==> src/rtmf_pkg.sv <==
// Package for the TCP rule match filter: header constants, verdict reason codes,
// and the queue item type shared by the front, the queue and the engine.
// No dependencies.
`default_nettype none

package rtmf_pkg;

  // Width of the rule slot index carried by a load transaction.
  localparam int INDEX_W = 4;

  // Number of slots the queue between front and engine holds.
  localparam int QUEUE_DEPTH = 4;

  localparam logic [15:0] ETHERTYPE_IPV4  = 16'h0800;
  localparam logic [3:0]  IP_VERSION_FOUR = 4'd4;
  localparam logic [7:0]  PROTO_TCP       = 8'd6;

  localparam logic [1:0] REASON_NOT_TCP  = 2'd0;
  localparam logic [1:0] REASON_NO_MATCH = 2'd1;
  localparam logic [1:0] REASON_MATCH    = 2'd2;

  // What the engine does with one queued transaction.
  typedef enum logic [1:0] {
    OP_LOAD,
    OP_PKT_TCP,
    OP_PKT_OTHER
  } op_t;

  // One classified transaction. For a load, addr/sport/port are the rule's
  // source address, source port and forbidden destination port. For a packet
  // they are its source address, source port and destination port.
  typedef struct packed {
    op_t                op;
    logic [INDEX_W-1:0] index;
    logic               valid;
    logic [31:0]        addr;
    logic [15:0]        sport;
    logic [15:0]        port;
  } item_t;

endpackage

`default_nettype wire

==> src/tcp_rule_match_filter_top.sv <==
// Top level of the TCP rule match filter: front classifier, queue and engine.
// Depends on rtmf_pkg, rtmf_front, rtmf_queue and rtmf_engine.
//
//   Channel  | Handshake                   | Payload
//   ---------+-----------------------------+--------------------------------------
//   input    | start, busy (taken on       | kind, entry_*, ether_type, ip_version,
//            | start high and busy low)    | ip_protocol, pkt_src_addr, pkt_*_port
//   result   | result_strobe (one cycle)   | drop, verdict_reason
//
// The block takes one transaction every cycle while busy is low. A packet
// passes through a queue slot, the slot compare registers and the verdict
// register, and its verdict then shows on result_strobe. The engine drains
// one queue entry per cycle, so the queue holds at most one entry and busy
// stays low in normal use. Reset is synchronous and clears the rule valid
// bits, the queue pointers and the pipeline valid flags. Loads produce no
// result; a load to a slot at or above RULE_SLOTS is discarded.
`default_nettype none

module tcp_rule_match_filter_top #(
  parameter int RULE_SLOTS = 16
) (
  input  wire logic        clk,
  input  wire logic        rst,
  input  wire logic        start,
  output logic             busy,
  input  wire logic        kind,
  input  wire logic [3:0]  entry_index,
  input  wire logic        entry_valid,
  input  wire logic [31:0] entry_src_addr,
  input  wire logic [15:0] entry_src_port,
  input  wire logic [15:0] entry_bad_port,
  input  wire logic [15:0] ether_type,
  input  wire logic [3:0]  ip_version,
  input  wire logic [7:0]  ip_protocol,
  input  wire logic [31:0] pkt_src_addr,
  input  wire logic [15:0] pkt_src_port,
  input  wire logic [15:0] pkt_dst_port,
  output logic             result_strobe,
  output logic             drop,
  output logic [1:0]       verdict_reason
);

  // Only slots reachable by the index field are built.
  localparam int INDEX_SPAN  = 1 << rtmf_pkg::INDEX_W;
  localparam int NUM_ENTRIES = (RULE_SLOTS < INDEX_SPAN) ? RULE_SLOTS : INDEX_SPAN;
  localparam int CNT_W       = $clog2(rtmf_pkg::QUEUE_DEPTH + 1);

  logic            accept;
  logic            push;
  rtmf_pkg::item_t push_item;
  rtmf_pkg::item_t head;
  logic            q_full;
  logic            q_empty;
  logic            pop;
  logic [CNT_W-1:0] q_count;

  assign busy   = q_full;
  assign accept = start && !busy;
  // The engine never stalls, so any queued transaction is taken right away.
  assign pop    = !q_empty;

  rtmf_front #(
    .RULE_SLOTS (RULE_SLOTS)
  ) u_front (
    .accept         (accept),
    .kind           (kind),
    .entry_index    (entry_index),
    .entry_valid    (entry_valid),
    .entry_src_addr (entry_src_addr),
    .entry_src_port (entry_src_port),
    .entry_bad_port (entry_bad_port),
    .ether_type     (ether_type),
    .ip_version     (ip_version),
    .ip_protocol    (ip_protocol),
    .pkt_src_addr   (pkt_src_addr),
    .pkt_src_port   (pkt_src_port),
    .pkt_dst_port   (pkt_dst_port),
    .push           (push),
    .item           (push_item)
  );

  rtmf_queue u_queue (
    .clk       (clk),
    .rst       (rst),
    .push      (push),
    .push_item (push_item),
    .pop       (pop),
    .full      (q_full),
    .empty     (q_empty),
    .head      (head),
    .count     (q_count)
  );

  rtmf_engine #(
    .NUM_ENTRIES (NUM_ENTRIES)
  ) u_engine (
    .clk            (clk),
    .rst            (rst),
    .run            (pop),
    .item           (head),
    .result_strobe  (result_strobe),
    .drop           (drop),
    .verdict_reason (verdict_reason)
  );

  // Because the engine drains every cycle, the queue never builds up.
  a_queue_shallow: assert property (@(posedge clk) disable iff (rst)
    q_count <= CNT_W'(1))
    else $error("queue holds more than one transaction");

  // Every verdict comes from a packet that left the queue, never from a load.
  a_result_source: assert property (@(posedge clk) disable iff (rst)
    result_strobe |-> $past(pop, 2) && ($past(head.op, 2) != rtmf_pkg::OP_LOAD))
    else $error("verdict without a matching dequeued packet");

  // A drop is only ever reported with the rule match reason.
  a_drop_reason: assert property (@(posedge clk) disable iff (rst)
    result_strobe && drop |-> verdict_reason == rtmf_pkg::REASON_MATCH)
    else $error("drop reported with a reason other than rule match");

endmodule

`default_nettype wire

==> src/rtmf_front.sv <==
// Front part of the TCP rule match filter: classifies each accepted transaction
// and forms the queue item. Depends on rtmf_pkg.
`default_nettype none

module rtmf_front #(
  parameter int RULE_SLOTS = 16
) (
  input  wire logic                          accept,
  input  wire logic                          kind,
  input  wire logic [rtmf_pkg::INDEX_W-1:0]  entry_index,
  input  wire logic                          entry_valid,
  input  wire logic [31:0]                   entry_src_addr,
  input  wire logic [15:0]                   entry_src_port,
  input  wire logic [15:0]                   entry_bad_port,
  input  wire logic [15:0]                   ether_type,
  input  wire logic [3:0]                    ip_version,
  input  wire logic [7:0]                    ip_protocol,
  input  wire logic [31:0]                   pkt_src_addr,
  input  wire logic [15:0]                   pkt_src_port,
  input  wire logic [15:0]                   pkt_dst_port,
  output logic                               push,
  output rtmf_pkg::item_t                    item
);

  logic index_ok;
  logic is_tcp;

  always_comb begin
    index_ok = (int'(entry_index) < RULE_SLOTS);
    is_tcp   = (ether_type == rtmf_pkg::ETHERTYPE_IPV4) &&
               (ip_version == rtmf_pkg::IP_VERSION_FOUR) &&
               (ip_protocol == rtmf_pkg::PROTO_TCP);
  end

  always_comb begin
    item.index = entry_index;
    item.valid = entry_valid;
    if (!kind) begin
      item.op    = rtmf_pkg::OP_LOAD;
      item.addr  = entry_src_addr;
      item.sport = entry_src_port;
      item.port  = entry_bad_port;
      // A load aimed past the table is dropped here and never queued.
      push       = accept && index_ok;
    end else begin
      item.op    = is_tcp ? rtmf_pkg::OP_PKT_TCP : rtmf_pkg::OP_PKT_OTHER;
      item.addr  = pkt_src_addr;
      item.sport = pkt_src_port;
      item.port  = pkt_dst_port;
      push       = accept;
    end
  end

endmodule

`default_nettype wire

==> src/rtmf_queue.sv <==
// Short queue between the front and the engine of the TCP rule match filter.
// Depends on rtmf_pkg.
`default_nettype none

module rtmf_queue (
  input  wire logic            clk,
  input  wire logic            rst,
  input  wire logic            push,
  input  wire rtmf_pkg::item_t push_item,
  input  wire logic            pop,
  output logic                 full,
  output logic                 empty,
  output rtmf_pkg::item_t      head,
  output logic [$clog2(rtmf_pkg::QUEUE_DEPTH+1)-1:0] count
);

  localparam int PTR_W = $clog2(rtmf_pkg::QUEUE_DEPTH);
  localparam int CNT_W = $clog2(rtmf_pkg::QUEUE_DEPTH + 1);

  rtmf_pkg::item_t slots [rtmf_pkg::QUEUE_DEPTH];
  logic [PTR_W-1:0] wr_ptr;
  logic [PTR_W-1:0] rd_ptr;
  logic             do_push;
  logic             do_pop;

  always_comb begin
    full    = (count == CNT_W'(rtmf_pkg::QUEUE_DEPTH));
    empty   = (count == '0);
    do_push = push && !full;
    do_pop  = pop && !empty;
    head    = slots[rd_ptr];
  end

  always_ff @(posedge clk) begin
    if (do_push) begin
      slots[wr_ptr] <= push_item;
    end
  end

  always_ff @(posedge clk) begin
    if (rst) begin
      wr_ptr <= '0;
      rd_ptr <= '0;
      count  <= '0;
    end else begin
      if (do_push) begin
        wr_ptr <= wr_ptr + 1'b1;
      end
      if (do_pop) begin
        rd_ptr <= rd_ptr + 1'b1;
      end
      if (do_push && !do_pop) begin
        count <= count + 1'b1;
      end else if (do_pop && !do_push) begin
        count <= count - 1'b1;
      end
    end
  end

endmodule

`default_nettype wire

==> src/rtmf_engine.sv <==
// Back part of the TCP rule match filter: holds the rule table, applies loads
// and compares packets against every enabled slot. Depends on rtmf_pkg.
`default_nettype none

module rtmf_engine #(
  parameter int NUM_ENTRIES = 16
) (
  input  wire logic            clk,
  input  wire logic            rst,
  input  wire logic            run,
  input  wire rtmf_pkg::item_t item,
  output logic                 result_strobe,
  output logic                 drop,
  output logic [1:0]           verdict_reason
);

  localparam int IDX_W = (NUM_ENTRIES > 1) ? $clog2(NUM_ENTRIES) : 1;

  logic [NUM_ENTRIES-1:0] enabled;
  logic [31:0]            src_addr [NUM_ENTRIES];
  logic [15:0]            src_port [NUM_ENTRIES];
  logic [15:0]            bad_port [NUM_ENTRIES];

  logic [IDX_W-1:0]       wr_idx;
  logic                   is_load;
  logic [NUM_ENTRIES-1:0] slot_hit;

  // Compare stage registers.
  logic                   cmp_valid;
  logic                   cmp_tcp;
  logic [NUM_ENTRIES-1:0] cmp_hits;

  always_comb begin
    wr_idx  = item.index[IDX_W-1:0];
    is_load = run && (item.op == rtmf_pkg::OP_LOAD);
    for (int s = 0; s < NUM_ENTRIES; s++) begin
      slot_hit[s] = enabled[s] &&
                    (((src_addr[s] == item.addr) && (src_port[s] == item.sport)) ||
                     (bad_port[s] == item.port));
    end
  end

  always_ff @(posedge clk) begin
    if (is_load) begin
      src_addr[wr_idx] <= item.addr;
      src_port[wr_idx] <= item.sport;
      bad_port[wr_idx] <= item.port;
    end
    cmp_tcp  <= (item.op == rtmf_pkg::OP_PKT_TCP);
    cmp_hits <= slot_hit;
  end

  always_ff @(posedge clk) begin
    if (rst) begin
      enabled       <= '0;
      cmp_valid     <= 1'b0;
      result_strobe <= 1'b0;
    end else begin
      if (is_load) begin
        enabled[wr_idx] <= item.valid;
      end
      cmp_valid     <= run && (item.op != rtmf_pkg::OP_LOAD);
      result_strobe <= cmp_valid;
    end
  end

  always_ff @(posedge clk) begin
    if (!cmp_tcp) begin
      drop           <= 1'b0;
      verdict_reason <= rtmf_pkg::REASON_NOT_TCP;
    end else if (|cmp_hits) begin
      drop           <= 1'b1;
      verdict_reason <= rtmf_pkg::REASON_MATCH;
    end else begin
      drop           <= 1'b0;
      verdict_reason <= rtmf_pkg::REASON_NO_MATCH;
    end
  end

endmodule

`default_nettype wire
==> config.mk <==
export PLATFORM = sky130hd
export DESIGN_NAME = tcp_rule_match_filter_top
export DESIGN_NICKNAME = d
export VERILOG_FILES = /design/src/rtmf_pkg.sv /design/src/tcp_rule_match_filter_top.sv /design/src/rtmf_front.sv /design/src/rtmf_queue.sv /design/src/rtmf_engine.sv
export SDC_FILE = /design/constraint.sdc
export NUM_CORES = 2
export LEC_CHECK = 0
export BUFFER_PORTS_ARGS = -buffer_cell sky130_fd_sc_hd__buf_2
export CORE_ASPECT_RATIO = 1.25
export CORE_MARGIN = 2
export CORE_UTILIZATION = 62
export CTS_CLUSTER_DIAMETER = 100
export DETAILED_ROUTE_END_ITERATION = 8
export PLACE_DENSITY = 0.79
export SLEW_MARGIN = 20
export SYNTH_ARGS = -nofsm -noshare
export SYNTH_HDL_FRONTEND = slang
export SYNTH_HIERARCHICAL = 1
export SYNTH_SLANG_ARGS = --single-unit
export TNS_END_PERCENT = 10
==> constraint.sdc <==
create_clock -name clk -period 8.82 [get_ports clk]
set_input_delay 1.323 -clock clk [delete_from_list [all_inputs] [get_ports clk]]
set_output_delay 1.323 -clock clk [all_outputs]
set_load 0.1 [all_outputs]
==> reports/results.ini <==
[outcome]
outcome = completed

[floorplan]
io_pins = 170
core_mm2 = 0.0887
fp.dieH_um = 339
rows = 122
start_util_pct = 62.7
die-area_mm2 = 0.0921
fp.dieW_um = 272

[yosys]
synth.most_common_cell = edfxtp_1
synth-seq-area-share_pct = 72.3
synthCells = 3184
syn_nets = 3355
yosysTopAreaCellShare_pct = 70.6
syn_area_per_cell_um2 = 17.5
synth.largest_area_cell = edfxtp_1
ys.flop_type = edfxtp_1
ys_seq_elements = 1354
ys_warn_count = 6
synth_edf_count = 1308
synth_common_cells = edfxtp_1, xnor2_1, xor2_1
async_flop_share_pct = 0
synthTopCellsByArea = edfxtp_1, xnor2_1, xor2_1, mux4_2, nand4_1
syn-cell-area_mm2 = 0.0556
ys_types = 44

[global_routing]
grt_pass1_wl_mm = 187
met2_usage_pct = 46.3
grt_antenna_before_repair = 2
grt_use_met1_pct = 36.6
grt_max_degree = 71
grt_overflow_total = 0
grt_use_total_pct = 27.5
grtUsageMet3_pct = 3.05
grt_pass1_vias = 29698
top_usage_layer = met2

[timing]
rsz0062_at_grt = false
setup_viol = 0
skew_ns = 0.0205
hold_viol = 0
layout_min_cycle_time_ns = 4.67
min_period_over_period_pct = 53.0
slew_violations = 0
relSlewSlack_pct = 30.2
worst_pin_slew_ns = 1.05
setup_tns_ns = 0
max_freq_ghz = 0.214

[setup_path]
path_max_fanout = 65
worstPathArrival_ns = 5.23
end_kind = flip-flop
r2r_slack_ns = 4.15
crit_type = flip-flop to flip-flop
start_kind = flip-flop
required_ns = 9.38

[drt]
dr.pass1.iters = 5
routed_wirelength_mm = 126
vias = 28824
via_per_inst = 6.16
wire_per_inst_um = 27.0
drtIter0Drc = 2870
ant_nets = 0
drc_errors = 0

[clocking]
numCtsBuffers = 120
clock-root-buffer = clkbuf_16
post_cts_buffers = 0
ctsHoldBuffers = 0
clk_path_buf_depth = 3
cts_tree = yes
path_clk_slew_ns = 0.06
htreeDepth = 3
clock_sinks = 1354
cts-resized-gates = 0
clk_latency_ns = 0.71

[place]
port_buffers = 169
hpwl_mm = 69.1
dp_cells = 4453
placed_cell_area_mm2 = 0.0578
place_congestion = 0.831

[power_and_ir_drop]
power_density_mw_per_mm2 = 316
vdd_drop_max_mv = 0.269
p_leak_nw = 19.2

[hold_path]
hp-class = flip-flop to flip-flop

[cells_and_area]
drive_gt1_share_pct = 16.9
stdcell_count = 4676
num-nets-final = 3568
fin_area_mm2 = 0.0617
area_growth_pct = 10.9

[run]
max_cap_violations = 0

stage by stage:
| step | hold slack, ns | total power [mW] | setup slack (ns) | util, % |
|---|---|---|---|---|
| after floorplan | 0.404 | 12.4 | 2.19 | - |
| after global placement | 0.411 | 14.1 | 4.18 | 65.2 |
| after detailed placement | 0.430 | 14.3 | 4.12 | 65.2 |
| after CTS | 0.440 | 19.5 | 4.07 | 69.6 |
| after global routing | 0.470 | 20.1 | 3.80 | 69.6 |
| final | 0.436 | 19.5 | 4.15 | 69.6 |
placed cells by master (no fill, tap or decap), types with 38 or more instances in the layout:
cell type,n
mux4_2,70
xor2_1,292
nor4_1,113
dfxtp_1,44
clkbuf_16,123
mux2_4,38
buf_4,90
xnor2_1,736
edfxtp_1,1308
buf_2,168
nand4_1,200
state kept, by name, indices dropped and copies added (netlist names), named ones only:
signal                   count
u_engine/src_port          256
u_engine/cmp_hits           16
u_engine/result_strobe       1
u_queue/slots              284
u_engine/bad_port          256
u_engine/drop                1
u_engine/verdict_reason      1
u_engine/enabled            16
u_queue/count                3
u_engine/cmp_tcp             1
u_engine/src_addr          512
u_queue/wr_ptr               2
u_queue/rd_ptr               2
u_engine/cmp_valid           1
area by class of cell:
cell class                      count  area [µm²]
Tap cell                         1178        1470
Clock inverter                     69         707
Sequential cell                  1354       40200
Fill cell                        5294       27000
Clock buffer                      152        3200
Multi-Input combinational cell   1655       14600
Antenna cell                        2        5.00
Timing Repair Buffer              258        1520
Inverter                            8        30.0
cell families (layout without fill, tap and decap cells):
| family | count (synthesis) | count (layout) | synth area share (%) |
|---|---|---|---|
| compound gates | 47 | 47 | 0.461 |
| xor+xnor | 1028 | 1028 | 16.2 |
| other cells | 0 | 2 | 0 |
| fa+ha+maj | 6 | 6 | 0.148 |
| simple gates | 433 | 433 | 4.68 |
| flops | 1354 | 1354 | 72.3 |
| buf+inv | 175 | 487 | 1.71 |
| mux | 141 | 141 | 4.54 |
metal layers:
| layer | share of wire (%) | up-vias | routed length (µm) |
|---|---|---|---|
| li1 | - | 12307 | - |
| met1 | 38 | 14810 | 48300 |
| met2 | 50 | 1437 | 63500 |
| met3 | 7.2 | 270 | 9080 |
| met4 | 4.3 | 0 | 5390 |
| met5 | 0 | - | 0 |
path summary, 6_finish.rpt:
| path | start | to | cells after the start |
|---|---|---|---|
| setup reg to reg | flip-flop | u_engine/enabled[0] | 8 |
| hold / removal | u_engine/cmp_tcp | u_engine/verdict_reason[0] | 2 |
| hold reg to reg | u_engine/cmp_tcp | u_engine/verdict_reason[0] | 2 |
| setup / recovery | flip-flop | u_engine/enabled[0] | 8 |
where the power goes:
group / switching, mW / leakage [nW] / internal, mW
registers: 0.158 / 12.2 / 8.16
logic: 4.01 / 5.12 / 1.95
clock network: 2.24 / 1.90 / 2.96
critical path: stages (launching register included):
cell,delay (ns)
dfxtp_4,0.70
buf_4,0.79
mux4_2,0.66
or3b_1,0.49
or3_1,0.56
nor3_4,0.20
buf_4,0.68
mux2i_1,0.27
nor2_1,0.07
No activity file was read; power rests on OpenSTA's default activity.
